`src/l2nc_pkg.sv`:
```
`timescale 1ns / 1ps
package l2nc_pkg;

   localparam int MaxRowLen = 64;
   localparam int IdxW = $clog2(MaxRowLen);
   localparam int LenW = $clog2(MaxRowLen + 1);
   localparam int QueueDepth = 2;
   localparam logic [30:0] ThresholdReset = 31'd65536;
   localparam logic [31:0] FactorOne = 32'd16777216;

   typedef struct packed {
      logic signed [31:0] element_in;
      logic               row_end_in;
   } req_word_type;

   typedef struct packed {
      logic signed [31:0] element_out;
      logic               row_end_out;
      logic               was_clipped;
   } rsp_word_type;

   // one finished row handed from front to back
   typedef struct packed {
      logic [63:0]     square_sum;
      logic [LenW-1:0] row_length;
   } row_job_type;

   typedef enum logic [2:0] {
      BK_IDLE,
      BK_SQRT,
      BK_DIV,
      BK_READ,
      BK_EMIT
   } back_state_type;

endpackage

```
`src/l2nc_queue.sv`:
```
`timescale 1ns / 1ps
module l2nc_queue (
   input  logic                  clock,
   input  logic                  reset,
   input  logic                  push,
   input  l2nc_pkg::row_job_type push_job,
   input  logic                  pop,
   output logic                  not_empty,
   output logic                  full,
   output l2nc_pkg::row_job_type head_job
);
   import l2nc_pkg::*;

   row_job_type slot_ff [QueueDepth];
   logic        wp_ff, rp_ff;
   logic [1:0]  cnt_ff;

   assign not_empty = cnt_ff != 2'd0;
   assign full = cnt_ff == 2'(QueueDepth);
   assign head_job = slot_ff[rp_ff];

   always_ff @(posedge clock) begin
      if (push) slot_ff[wp_ff] <= push_job;
      if (reset) begin
         wp_ff <= 1'b0;
         rp_ff <= 1'b0;
         cnt_ff <= '0;
      end else begin
         if (push) wp_ff <= ~wp_ff;
         if (pop) rp_ff <= ~rp_ff;
         cnt_ff <= cnt_ff + 2'(push) - 2'(pop);
      end
   end
endmodule

```
`config.mk`:
```
export PLATFORM = sky130hd
export DESIGN_NAME = l2nc_queue
export DESIGN_NICKNAME = d
export VERILOG_FILES = /design/src/l2nc_pkg.sv /design/src/l2nc_queue.sv
export SDC_FILE = /design/constraint.sdc
export NUM_CORES = 1
export LEC_CHECK = 0
export ABC_AREA = 0
export BUFFER_PORTS_ARGS = -buffer_cell sky130_fd_sc_hd__buf_2
export CAP_MARGIN = 10
export CORE_MARGIN = 3
export CORE_UTILIZATION = 40
export DETAILED_ROUTE_END_ITERATION = 16
export MAX_ROUTING_LAYER = met4
export PLACE_DENSITY = 0.68
export SKIP_CTS_REPAIR_TIMING = 1
export SYNTH_ARGS = -nofsm -noshare
export SYNTH_HDL_FRONTEND = slang
export SYNTH_SLANG_ARGS = --single-unit
export TNS_END_PERCENT = 20
```
`constraint.sdc`:
```
create_clock -name clock -period 12.11 [get_ports clock]
set_clock_uncertainty 0.2 [all_clocks]
set_input_delay 0.6055 -clock clock [delete_from_list [all_inputs] [get_ports clock]]
set_output_delay 0.6055 -clock clock [all_outputs]
set_load 0.01 [all_outputs]
```
==> impl_metrics.py <==
metrics = {
    "outcome": {
        "outcome": "completed",
    },
    "floorplanning": {
        "die_area_sq_um": 15700,
        "core-area_sq_um": 13600,
        "num_rows": 42,
        "ios": 148,
        "die_w_um": 125,
        "fp.dieH_um": 125,
        "start_util": 0.420,
    },
    "detailed_routing": {
        "drtIter0Drc": 136,
        "drc": 0,
        "via_per_inst": 4.56,
        "ant_nets": 0,
        "first_pass_iters": 4,
        "finalWirelength_mm": 9.43,
        "via_count": 2694,
        "route.detailed.wl_per_inst_um": 16.0,
    },
    "layout": {
        "num-nets-final": 480,
        "num-fill-cells": 1122,
        "seq_area_sq_um": 4370,
        "final_common_cell": "buf_2",
        "drive_above_1_share": 0.605,
        "final_cell_mix": "buf_2, edfxtp_1, mux2_4",
        "syn2layout_area_growth_pct": 25.2,
        "multi_input_area_sq_um": 1180,
        "diodes": 0,
    },
    "power_and_ir_drop": {
        "powerDensity_nw_per_um2": 178,
        "ir_drop_v": 0.0000991,
        "p_leak_uw": 0.00286,
    },
    "sta": {
        "hold_viol": 0,
        "period_needed_ps": 3240,
        "maxSlewHeadroom": 0.341,
        "whs_ps": 182,
        "final_max_slew_viol_count": 0,
        "fmax_ghz": 0.308,
        "setup_viol": 0,
        "fin_tns_setup_ps": 0,
        "rsz0062_at_grt": "no",
        "fin_crit_sh": 0.268,
        "tightest_slew_ps": 988,
    },
    "worst_hold_path": {
        "hp-class": "in2reg",
    },
    "cts": {
        "clkTransAtPathRegs_ps": 60,
        "cts-root-buf": "clkbuf_16",
        "clock_latency_ps": 400,
        "clock_tree.buffer_depth": 2,
        "cts_buffers": 17,
        "cts_tree": "built",
        "cts-htree-levels": 4,
        "cts_sinks": 147,
    },
    "worst_setup_path": {
        "slowest_delay_ps": 770,
        "crit_family": "buffers and inverters",
        "endpoint_kind": "output port",
        "critPathArrivalTime_ps": 2440,
        "worst_path_max_delay_cell": "dfxtp_4",
        "critical_path_required_ps": 11300,
        "worstSetupPathType": "reg2out",
        "cp_cell_sequence": "buf_4 -> mux2_2 -> buf_2",
        "start_kind": "register",
        "cp_num_buf_inv": 2,
        "cp_max_fo": 39,
    },
    "synth": {
        "synth_simple_gate_area_share": 0.00813,
        "synth.mux.area_fraction": 0.186,
        "synth.avg_cell_area_sq_um": 23.5,
        "synth_cell_types": 14,
        "netlist.area_leader.share": 0.749,
        "seq_area_frac_synth": 0.766,
        "syn_nets": 319,
        "synth_top_family_by_area": "multiplexers",
        "synth_area_leaders": "edfxtp_1, mux2_4, buf_12",
        "yosysTopAreaCell": "edfxtp_1",
        "synth_seq_cells": 147,
        "synthXorXnorAreaFrac": 0.00703,
        "synth_area_sq_um": 5700,
        "synth-compound-area-share": 0,
        "synth_cells": 242,
        "yosys_warnings": 0,
        "synth_fa_ha_area_frac": 0.00439,
    },
    "placement": {
        "place_hpwl_mm": 6.24,
        "port_buffers": 147,
        "place_congestion": 0.677,
    },
    "grt": {
        "grt_pass1_wl_mm": 14.8,
        "globalRouteOverflowTotal": 0,
        "grt_max_degree": 72,
        "grt_pass1_vias": 2883,
        "grt_usage": 0.128,
        "antenna_found_initial": 0,
    },
    "flow_run": {
        "maxCapViolCount": 0,
    },
}
## final timing paths
path	startpoint	end	slack [ps]	cells after the start
worst max-delay path	register	head_job[70]	8870	3
worst max register to register	wp_ff$_SDFFE_PP0P_	slot_ff[0][0]$_DFFE_PP_	10240	2
worst min register to register	rp_ff$_SDFFE_PP0P_	rp_ff$_SDFFE_PP0P_	310	2
worst min-delay path	push_job[59]	slot_ff[0][59]$_DFFE_PP_	180	1
## through the flow
| stage | util | total power [uW] | worst slack (ps) | cell area, sq um | cells |
|---|---|---|---|---|---|
| floorplan | - | 714 | 7680 | 5700 | 242 |
| global placement | 0.482 | 757 | 9250 | 6540 | 560 |
| detailed placement | 0.482 | 760 | 9260 | 6540 | 560 |
| CTS | 0.526 | 1290 | 8800 | 7130 | 591 |
| global route | 0.526 | 1320 | 8730 | 7130 | 591 |
| finish | 0.526 | 1270 | 8870 | 7130 | 591 |
## layout make-up
cell class,count,area share
Clock inverter,12,0.0230
Inverter,2,0.00105
Timing Repair Buffer,150,0.106
Multi-Input combinational cell,85,0.166
Sequential cell,147,0.612
Tap cell,176,0.0309
Clock buffer,19,0.0607
## flip-flops by register name, summed over array words and instances, names as in the netlist, named ones only
name	count
cnt_ff	2
slot_ff	142
rp_ff	1
wp_ff	1
## cell usage after synthesis
cell      instances
nor2b_1           3
xnor2_1           2
ha_1              2
inv_1             2
or2_2             1
mux2_2            1
dfxtp_1           5
edfxtp_1        142
buf_6             1
and2_1            1
buf_12            7
xnor3_1           1
nor2_1            4
mux2_4           70
## per-layer routing
layer  vias up  track usage  share of wire  wire length (um)
li1       1277            -              -                 -
met1      1295        0.145           0.41              3880
met2       106        0.202           0.49              4660
met3        16       0.0495          0.073               692
met4         0       0.0574          0.021               202
met5         -            -              0                 0
## logic make-up (layout without fill, tap and decap cells)
family	Yosys count	in the layout
xor gates and xnor gates	3	3
adders and majority gates	2	2
buffers and inverters	10	183
DFF	147	147
muxes	71	71
and+or+nand+nor	9	9
## where the power goes
group | total (uW) | leakage, uW | internal [uW] | switching (uW)
registers | 609 | 0.00137 | 594 | 14.5
clock network | 525 | 0.000293 | 340 | 185
logic | 137 | 0.00119 | 75.3 | 62.0
No activity file was read; power rests on OpenSTA's default activity.
