### src/l2nc_pkg.sv
`timescale 1ns / 1ps
package l2nc_pkg;

   localparam int MaxRowLen = 64;
   localparam int IdxW = $clog2(MaxRowLen);
   localparam int LenW = $clog2(MaxRowLen + 1);
   localparam int QueueDepth = 2;
   localparam logic [30:0] ThresholdReset = 31'd65536;
   localparam logic [31:0] FactorOne = 32'd16777216;

   typedef struct packed {
      logic signed [31:0] element_in;
      logic               row_end_in;
   } req_word_type;

   typedef struct packed {
      logic signed [31:0] element_out;
      logic               row_end_out;
      logic               was_clipped;
   } rsp_word_type;

   // one finished row handed from front to back
   typedef struct packed {
      logic [63:0]     square_sum;
      logic [LenW-1:0] row_length;
   } row_job_type;

   typedef enum logic [2:0] {
      BK_IDLE,
      BK_SQRT,
      BK_DIV,
      BK_READ,
      BK_EMIT
   } back_state_type;

endpackage

### src/l2nc_front.sv
`timescale 1ns / 1ps
module l2nc_front (
   input  logic                           clock,
   input  logic                           reset,
   input  logic                           take,
   input  l2nc_pkg::req_word_type         req_word,
   output logic                           wr_en,
   output logic [l2nc_pkg::IdxW-1:0]      wr_addr,
   output logic [31:0]                    wr_data,
   output logic                           job_push,
   output l2nc_pkg::row_job_type          job
);
   import l2nc_pkg::*;

   logic [63:0]     sum_ff, sum_in;
   logic [LenW-1:0] len_ff, len_in;
   logic [31:0]     mag;
   logic [63:0]     sq;
   logic [64:0]     acc;
   logic [LenW-1:0] len_next;

   always_comb begin
      mag = req_word.element_in[31] ? 32'(-req_word.element_in) : req_word.element_in;
      sq  = 64'(mag) * 64'(mag);
      acc = {1'b0, sum_ff} + {1'b0, sq};
      len_next = len_ff + LenW'(1);
      wr_en   = take;
      wr_addr = len_ff[IdxW-1:0];
      wr_data = req_word.element_in;
      job_push = take && (req_word.row_end_in || len_next == LenW'(MaxRowLen));
      job.square_sum = acc[64] ? '1 : acc[63:0];
      job.row_length = len_next;
      sum_in = sum_ff;
      len_in = len_ff;
      if (take) begin
         sum_in = job_push ? '0 : job.square_sum;
         len_in = job_push ? '0 : len_next;
      end
   end

   always_ff @(posedge clock) begin
      if (reset) begin
         sum_ff <= '0;
         len_ff <= '0;
      end else begin
         sum_ff <= sum_in;
         len_ff <= len_in;
      end
   end
endmodule

### config.mk
export PLATFORM = sky130hd
export DESIGN_NAME = l2nc_front
export DESIGN_NICKNAME = d
export VERILOG_FILES = /design/src/l2nc_pkg.sv /design/src/l2nc_front.sv
export SDC_FILE = /design/constraint.sdc
export NUM_CORES = 2
export LEC_CHECK = 0
export BUFFER_PORTS_ARGS = -buffer_cell sky130_fd_sc_hd__buf_4
export CORE_MARGIN = 2
export CORE_UTILIZATION = 45
export CTS_BUF_LIST = sky130_fd_sc_hd__clkbuf_8
export DETAILED_ROUTE_END_ITERATION = 6
export MAX_ROUTING_LAYER = met4
export SLEW_MARGIN = 10
export SYNTH_ARGS = -nofsm -noshare
export SYNTH_HDL_FRONTEND = slang
export SYNTH_SLANG_ARGS = --single-unit
export TNS_END_PERCENT = 50
### constraint.sdc
create_clock -name clock -period 11.95 [get_ports clock]
set_input_delay 0 -clock clock [delete_from_list [all_inputs] [get_ports clock]]
set_output_delay 0 -clock clock [all_outputs]
set_load 0.1 [all_outputs]
==> results.md <==
- Status: finished, final reports clean
- Final min period: 11.24 ns
- Port Buf Inserts: 146
- Critical path peak fanout: 46
- Worst-case clock buffer depth: 2
- Layout Skew: approximately 0.044 ns
- Antenna violations before repair: 1
- FF-to-FF Start: sum_ff[18]
- Core area: 75,570 sq um
- RSZ-0062 raised after global routing: false
- Clock slew at reported path FFs: approximately 0.09 ns
- Fmax: 88.96 MHz
- Crit-path leading delay family: adder cells
- DR iter-0 viols: 1,785
- Setup TNS Final: 0 ns
- Peak per-stage delay on the critical path: 0.70 ns
- Clock root buffer: clkbuf_8
- Drt pass-1 iters: 6
- FF-to-FF End: sum_ff[56]
- Worst skew pair latency: 0.47 ns
- Total Nets Final: slightly above 5,000
- Cts repair resizes: 0
- CP Launch Type: primary input
- Synthesized instance count: around 3,900
- Most used cell, CP: fa_1
- Most frequent cells in the layout: 1,229 x inv_1, 872 x fa_1, 385 x nand2_1
- Tcrit/Tclk final: 94.07%
- Register area: between 1000 and 1500 sq um
- Antenna diode count: 0
- H-tree levels: 3
- Reg2reg setup slack: roughly 3.3 ns
- Area leader, netlist: fa_1
- Hold Path Stages: 4
- Vias in the first global route: 27,801
- Final setup viols: 0
- Die Ht: 279.6 um
- Layout cell share with drive strength beyond 1: 6.630%
- Final HPWL DP: 90,930 um
- Hold WS: 0.2543 ns
- Sink Count: between 70 and 80
- Crit-path slowest cell: o311ai_0
- Commonest non-fill, non-tap cell in the layout: inv_1
- Largest net degree at the start of global routing: 47
- Post-synth EDFFs: 0
- Layout area overhead: 7.280%
- Synth Cell Area: 34,180 sq um
- Syn avg cell area: 8.740 sq um
- WHS Endpoint: sum_ff[0]
- Rel. slew slack: between 20% and 30%
- Kind of critical path: primary input to primary output
- Via count: 25,607
- Wirelength per Cell: 21.55 um
- Final Hold Viols: 0
- Reg2reg path depth: 26
- Post-synthesis async set-or-reset flop share: 0%
- DRT antenna net count: 0
- Max-cap viol count: 0
- Global-route wire length before repair: 169,100 um
- Critical path arrival: roughly 11 ns
- Die area: 78,180 sq um
- Fillcell total: 7,378
- Seq/Total Area, Yosys: 4.158%
- Yosys warnings: 0
- Critical Path End Type: primary output
- DRC Markers: 0
- Buffers plus inverters on the worst setup path: 11
- Num ports: 147
- GRT Total Usage: between 30% and 40%
- Yosys top cell area share: roughly 50%
- Required time of the critical path: 11.95 ns
- CTS tree: yes
- Critical Path Source: req_word[5]
- Area of the multi-input gates: 27,450 sq um
- CTS buffer count: 9
- Starting Density: a little under half
- Fin. max-slew vios: 0
- FP Rows: 101
- DR vias/cell: about 5.1
- Synth cell types: 69
- Hold crit path type: primary input to flip-flop
- Gpl congestion: 1.017
- Worst Max-Slew Pin Slew: 1.143 ns
- Largest cells by area after synthesis: fa_1 51%, inv_1 13%, ha_1 9.3%, nand2_1 4.2%, dfxtp_1 4.2%
- Ys flop type: dfxtp_1
- Final wirelength: 107,200 um
- Synthesis-stage register bit count: 71
- Hold wc startpoint: req_word[1]
- DIE WIDTH: 279.6 um
- Overflow after GRT: 0
-- cell usage after synthesis, drive strengths merged (5+ instances only) --
master	count
o31ai	13
nor3	18
nand2b	23
o41ai	5
nand3	23
a31oi	15
a211oi	5
o21ai	109
nand4	18
o22ai	6
nand2	385
xnor2	56
and2	5
and3	6
ha	255
o211ai	10
buf	49
xor2	47
a21o	35
nor4	8
o21bai	12
or2	5
dfxtp	71
a21boi	11
a21oi	128
clkinv	7
inv	1231
fa	872
o21a	6
clkbuf	130
or4	6
a221oi	5
nor2	281
a22o	5
-- stage by stage --
stage          std cells  instance area (sq um)  utilization (%)  worst slack, ns
2_1_floorplan       3934                  34270                -            1.356
5_1_grt             4975                  36670            48.53           0.1332
6_report            4975                  36670            48.53           0.7092
3_5_place_dp        4954                  36420            48.19           0.8578
4_1_cts             4975                  36670            48.53           0.8160
3_3_place_gp        4954                  36420            48.19           0.9963
-- cell families after synthesis --
| family | Yosys count | share of synthesized area (%) |
|---|---|---|
| buf+inv | 1417 | 16.07 |
| fa+ha+maj | 1127 | 60.40 |
| simple gates | 801 | 9.777 |
| compound gates | 387 | 6.841 |
| xor+xnor | 103 | 2.639 |
| flops | 71 | 4.158 |
| mux | 3 | 0.09151 |
| other cells | 2 | 0.02197 |
-- sequential cells by signal (all words and copies together) (netlist names) --
register and flops:
sum_ff 64, len_ff 7
-- timing repair --
item | 4_1_cts | 5_1_grt
buffers inserted | 0 | 0
hold endpoints to repair | 7 | 0
hold buffers | 5 | 0
-- routing by layer --
layer,up-vias,track usage [%],part of all wire (%)
met5,-,-,0
met4,0,8.515,3.5
met3,177,7.214,9.8
met2,1048,46.00,45
met1,12969,40.12,41
li1,11413,-,-
-- worst min-delay path, delay by kind of cell --
family,cells,cell delay [ns]
buf+inv,1,0.29
fa+ha+maj,1,0.20
compound gates,2,0.18
-- cell type report --
class	instances	area share, %
Clock inverter	6	0.1842
Clock buffer	10	0.3753
Tap cell	978	3.337
Timing Repair Buffer	226	4.695
Multi-Input combinational cell	2446	74.85
Sequential cell	71	3.876
Inverter	1238	12.69
-- worst max-delay path by stage --
| stage | end | depth (start not counted) |
|---|---|---|
| finish | job[26] | 34 |
| floorplan | sum_ff[60] | 37 |
| detailed placement | job[52] | 34 |
| CTS | job[52] | 36 |
| global route | job[52] | 35 |
| global placement | job[26] | 33 |
Power is left out: the tool's default activity adds up to more than one toggle a clock period on the data nets, which glitch-free logic cannot reach.
