`config.mk`:
```
export PLATFORM = sky130hd
export DESIGN_NAME = l2nc_back
export DESIGN_NICKNAME = d
export VERILOG_FILES = /design/src/l2nc_pkg.sv /design/src/l2nc_back.sv
export SDC_FILE = /design/constraint.sdc
export NUM_CORES = 2
export LEC_CHECK = 0
export BUFFER_PORTS_ARGS = -buffer_cell sky130_fd_sc_hd__buf_2
export CAP_MARGIN = 20
export CORE_UTILIZATION = 60
export CTS_CLUSTER_SIZE = 8
export DETAILED_ROUTE_END_ITERATION = 8
export HOLD_SLACK_MARGIN = 0.05
export PLACE_DENSITY = 0.78
export SLEW_MARGIN = 20
export SYNTH_ARGS = -nofsm -noshare
export SYNTH_HDL_FRONTEND = slang
export SYNTH_SLANG_ARGS = --single-unit
```
`constraint.sdc`:
```
create_clock -name clock -period 15.2 [get_ports clock]
set_input_delay 0 -clock clock [delete_from_list [all_inputs] [get_ports clock]]
set_output_delay 0 -clock clock [all_outputs]
set_load 0.01 [all_outputs]
```
`src/l2nc_pkg.sv`:
```
`timescale 1ns / 1ps
package l2nc_pkg;

   localparam int MaxRowLen = 64;
   localparam int IdxW = $clog2(MaxRowLen);
   localparam int LenW = $clog2(MaxRowLen + 1);
   localparam int QueueDepth = 2;
   localparam logic [30:0] ThresholdReset = 31'd65536;
   localparam logic [31:0] FactorOne = 32'd16777216;

   typedef struct packed {
      logic signed [31:0] element_in;
      logic               row_end_in;
   } req_word_type;

   typedef struct packed {
      logic signed [31:0] element_out;
      logic               row_end_out;
      logic               was_clipped;
   } rsp_word_type;

   // one finished row handed from front to back
   typedef struct packed {
      logic [63:0]     square_sum;
      logic [LenW-1:0] row_length;
   } row_job_type;

   typedef enum logic [2:0] {
      BK_IDLE,
      BK_SQRT,
      BK_DIV,
      BK_READ,
      BK_EMIT
   } back_state_type;

endpackage

```
`src/l2nc_back.sv`:
```
`timescale 1ns / 1ps
module l2nc_back (
   input  logic                           clock,
   input  logic                           reset,
   input  logic [30:0]                    threshold,
   input  logic                           job_valid,
   input  l2nc_pkg::row_job_type          job,
   output logic                           job_pop,
   output logic [l2nc_pkg::IdxW-1:0]      rd_addr,
   input  logic [31:0]                    rd_data,
   output logic                           rsp_valid,
   output l2nc_pkg::rsp_word_type         rsp_word
);
   import l2nc_pkg::*;

   back_state_type  state_ff, state_in;
   logic [63:0]     rem_ff, rem_in;
   logic [31:0]     root_ff, root_in;
   logic [5:0]      step_ff, step_in;
   logic [54:0]     num_ff, num_in;
   logic [31:0]     quo_ff, quo_in;
   logic [31:0]     factor_ff, factor_in;
   logic            clip_ff, clip_in;
   logic [LenW-1:0] len_ff, len_in;
   logic [LenW-1:0] k_ff, k_in;
   logic [65:0]     trial;
   logic [32:0]     dsub;
   logic [63:0]     prod;

   always_comb begin
      state_in = state_ff;
      rem_in = rem_ff;
      root_in = root_ff;
      step_in = step_ff;
      num_in = num_ff;
      quo_in = quo_ff;
      factor_in = factor_ff;
      clip_in = clip_ff;
      len_in = len_ff;
      k_in = k_ff;
      job_pop = 1'b0;
      rsp_valid = 1'b0;
      rd_addr = k_ff[IdxW-1:0];
      trial = '0;
      dsub = '0;
      prod = 64'($signed(rd_data) * $signed({1'b0, factor_ff}));
      rsp_word.element_out = prod[55:24];
      rsp_word.row_end_out = (k_ff + LenW'(1)) == len_ff;
      rsp_word.was_clipped = clip_ff;
      unique case (state_ff)
         BK_IDLE: begin
            if (job_valid) begin
               job_pop = 1'b1;
               rem_in = job.square_sum;
               len_in = job.row_length;
               root_in = '0;
               num_in = '0;
               step_in = 6'd31;
               state_in = BK_SQRT;
            end
         end
         BK_SQRT: begin
            // restoring root: two bits of the sum per cycle
            trial = 66'({num_ff, rem_ff[63:62]}) - 66'({root_ff, 2'b01});
            if (!trial[65]) begin
               num_in = 55'(trial[64:0]);
               root_in = {root_ff[30:0], 1'b1};
            end else begin
               num_in = 55'({num_ff, rem_ff[63:62]});
               root_in = {root_ff[30:0], 1'b0};
            end
            rem_in = {rem_ff[61:0], 2'b00};
            step_in = step_ff - 6'd1;
            if (step_ff == 6'd0) begin
               clip_in = (root_in > {1'b0, threshold}) && (root_in != '0);
               num_in = {threshold, 24'b0};
               rem_in = '0;
               quo_in = '0;
               step_in = 6'd54;
               state_in = clip_in ? BK_DIV : BK_READ;
               factor_in = FactorOne;
               k_in = '0;
            end
         end
         BK_DIV: begin
            // one quotient bit per cycle
            dsub = 33'({rem_ff[31:0], num_ff[54]}) - 33'({1'b0, root_ff});
            num_in = {num_ff[53:0], 1'b0};
            if (!dsub[32]) begin
               rem_in = 64'(dsub[31:0]);
               quo_in = {quo_ff[30:0], 1'b1};
            end else begin
               rem_in = 64'({rem_ff[31:0], num_ff[54]});
               quo_in = {quo_ff[30:0], 1'b0};
            end
            step_in = step_ff - 6'd1;
            if (step_ff == 6'd0) begin
               factor_in = quo_in;
               k_in = '0;
               state_in = BK_READ;
            end
         end
         BK_READ: state_in = BK_EMIT;
         BK_EMIT: begin
            rsp_valid = 1'b1;
            k_in = k_ff + LenW'(1);
            rd_addr = k_in[IdxW-1:0];
            state_in = rsp_word.row_end_out ? BK_IDLE : BK_READ;
         end
         default: state_in = BK_IDLE;
      endcase
   end

   always_ff @(posedge clock) begin
      if (reset) state_ff <= BK_IDLE;
      else state_ff <= state_in;
      rem_ff <= rem_in;
      root_ff <= root_in;
      step_ff <= step_in;
      num_ff <= num_in;
      quo_ff <= quo_in;
      factor_ff <= factor_in;
      clip_ff <= clip_in;
      len_ff <= len_in;
      k_ff <= k_in;
   end
endmodule

```
==> summary.txt <==
Setup path
  – FF-to-FF path depth: 22
  – Crit Path Class: reg -> out
  – Cell repeated most along the worst path: fa_1
  – CP arrival: 9.49 ns
  – CP required: 15.20 ns
  – Reg-to-reg startpoint: root_ff[0]$_SDFFCE_PN0P_
  – Crit end category: output port
  – CP cell instances: buf_4 > nand2_1 > fa_1 > inv_1 > fa_1 > inv_1 > fa_1 > fa_1 > inv_1 > fa_1 > fa_1 > fa_1 > fa_1 > ha_1 > a211o_1 > a21o_1 > or3_1 > nand4_1 > o21bai_2 > a211oi_1 > o31ai_1 > o31a_1 > xnor2_1 > buf_2
  – Critical Path Source Type: flop
  – R2r setup slk: 9.57 ns
  – RR Endpoint: state_ff[0]$_SDFFE_PP0P_
  – Critical path peak fanout: 19
  – Slowest stage delay, CP: between 0.9 and 1 ns
  – Crit path max-delay cell type: a211oi_1

Detailed routing
  – Post-DRT Antenna Nets: 0
  – Total routed wirelength: 126000 um
  – Wire length per cell: 21.2 um
  – TritonRoute pass-1 iters: 7
  – Avg Vias per Cell: roughly 6
  – Routed vias: roughly 35k
  – DRC violations left: 0
  – Iter 0 DRT Violations: 2772

Yosys
  – EDFF count, synth: 235
  – Mapped Area: 46000 um^2
  – Ys async rst share: 0%
  – Cells after Synth: between 4k and 5k
  – Mapped Nets: 6177
  – Main synth FF type: edfxtp_1
  – Top post-synthesis cells by area: fa_1 (38%), edfxtp_1 (15%), ha_1 (9.1%)
  – YS warnings: 0
  – Flop and latch count out of synthesis: 238
  – Distinct cells, synth: 81
  – Sequential-to-total area share from yosys stat: roughly 15%
  – Area leader, netlist: fa_1
  – Syn_area_per_cell: 9.51 um^2
  – Area share of the largest cell type after synthesis: 38.0%

Timing
  – Achievable Freq: 105 MHz
  – Final clock skew: between 0.03 and 0.04 ns
  – Slew margin rel.: 19.7%
  – Worst slew pin tran: 1.20 ns
  – Tmin final: 9.49 ns
  – TNS Setup: 0 ns
  – WHS: 0.167 ns
  – Number of max-slew violations in the final report: 0
  – Final hold viol count: 0
  – Fin crit share: 62.4%
  – Unrepaired setup endpoints after global routing: no
  – Setup violators final: 0

Placed design
  – Placer Congestion: 0.949
  – Placed instance area: 47400 um^2
  – Port Buf Inserts: 178
  – DP HPWL: ~94000 um

Min path
  – WHS Path Cells: 2
  – Min-Delay Endpoint: len_ff[4]$_DFFE_PP_
  – Hold path startpoint: job[4]
  – Hold/Removal Path Class: in -> reg

Cells and area
  – Most frequent cells in the layout: inv_1 (977), fa_1 (872), and2_1 (548)
  – Ant diodes: 0
  – Area of the multi-input gates: about 34000 um^2
  – # fillers: a little over 6k
  – Commonest non-fill, non-tap cell in the layout: inv_1
  – Sequential Area: 7120 um^2
  – Layout Utilization: approximately two thirds
  – Layout cells sized above 1: 6.19%
  – Final instance area: roughly 50000 um^2
  – Final nets: 6287
  – Synth-to-Final Area Change: 7.72%

Job
  – MaxCap Viol Count: 0

CTS
  – Setup bufs post-CTS: 0
  – CTS max path bufs: 3
  – CTS clk-pin slew, worst paths: 0.05 ns
  – H-tree levels: 2
  – PostCTS Resize Cnt: 0
  – Clock Sinks: 238
  – Clock insertion delay at the later pin of the skew report: around 0.55 ns
  – Clock Tree Root: clkbuf_16
  – Number of hold buffers added after CTS: between 100 and 150
  – TritonCTS Buffers: 36
  – CTS tree: built

Floorplan
  – I/O Pins: about 180
  – Core Rows: ~100
  – Core region area: 75800 um^2
  – Initial Util: 60.6%
  – Die area: 77700 um^2
  – Die W: 279 um
  – Die H: approximately 280 um

Global route
  – First-pass GRT wire length: between 200000 and 250000 um
  – Initial antenna violation count: 1
  – Largest net degree at the start of global routing: just over 70
  – Overall routing resource usage: between 30 and 40%
  – Overflow after GRT: 0
  – Vias in the first global route: 37.4k

Run status
  – Outcome: finished clean
==> routing by layer <==
metal / vias up / global-route usage [%] / wire, um
met4: 0 / 13.9 / 5940
met5: - / 0 / 0
met3: 320 / 4.95 / 10800
met1: 17609 / 43.6 / 47800
li1: 15217 / - / -
met2: 1655 / 57.6 / 61200
==> worst max-delay path by stage <==
stage                     depth (start not counted)                  end  slack [ns]                         from
after CTS                                        22         rsp_word[33]        5.61  factor_ff[12]$_SDFFCE_PN0P_
after detailed placement                         22         rsp_word[33]        6.18  factor_ff[13]$_SDFFCE_PN0P_
final                                            24         rsp_word[33]        5.71   factor_ff[5]$_SDFFCE_PN0P_
after global routing                             23         rsp_word[33]        5.44  factor_ff[23]$_SDFFCE_PN0P_
after floorplan                                   3  num_ff[0]$_DFFE_PP_        4.72     state_ff[1]$_SDFFE_PP0P_
after global placement                           22         rsp_word[33]        6.39  factor_ff[13]$_SDFFCE_PN0P_
==> cells in the mapped netlist (7+ instances only) <==
cell type  instances
nor3_1            27
nand3_1           30
o21ai_0          125
o21ai_1           23
mux2i_1           22
a22o_1            35
nor2b_1           26
nand2_1          529
buf_1              8
clkbuf_1         239
a222oi_1          16
xor2_1            59
edfxtp_1         235
and3_1            43
a31oi_1           21
or3_1              8
ha_1             333
nor2_1           124
o211ai_1          14
o21a_1            26
xnor2_1           78
a22oi_1           31
fa_1             872
and2_1           549
inv_1            977
nand4_1           28
nor4_1            16
o21bai_1           7
nand2b_1          38
a21o_1            52
a211oi_1          12
a21oi_1          107
a21oi_2           13
a221o_1            8
nor3b_1            9
==> through the flow <==
step           cells  worst slack [ns]
2_1_floorplan   4835              4.72
3_3_place_gp    5777              6.39
3_5_place_dp    5777              6.18
4_1_cts         5933              5.61
5_1_grt         5937              5.44
6_report        5937              5.71
==> logic make-up after synthesis <==
family	count (synthesis)	share of synthesized area [%]
buffers and inverters	1235	10.2
and+or+nand+nor	1453	16.2
xor gates and xnor gates	137	2.61
adders and majority gates	1205	47.0
DFF	238	15.5
AOI/OAI and AO/OA	545	7.93
muxes	22	0.479
==> critical path, delay by kind of cell (launching register included) <==
kind / cells / cell delay [ns]
xor gates and xnor gates: 1 / 0.14
AOI/OAI and AO/OA: 6 / 2.29
DFF: 1 / 0.87
adders and majority gates: 9 / 4.07
buffers and inverters: 5 / 0.73
and+or+nand+nor: 3 / 0.86
==> state kept, by name (all words and copies together) (netlist names) <==
register   count
len_ff         7
rem_ff        64
num_ff        55
clip_ff        1
quo_ff        31
step_ff        6
k_ff           7
state_ff       3
factor_ff     32
root_ff       32
==> area by class of cell <==
cell class	instances	area share [%]
Multi-Input combinational cell	3362	69.0
Sequential cell	238	14.4
Inverter	978	7.41
Clock inverter	6	0.167
Clock buffer	46	1.89
Tap cell	978	2.47
Timing Repair Buffer	329	4.67
Power is left out: the tool's default activity adds up to more than one toggle a clock period on the data nets, which glitch-free logic cannot reach.
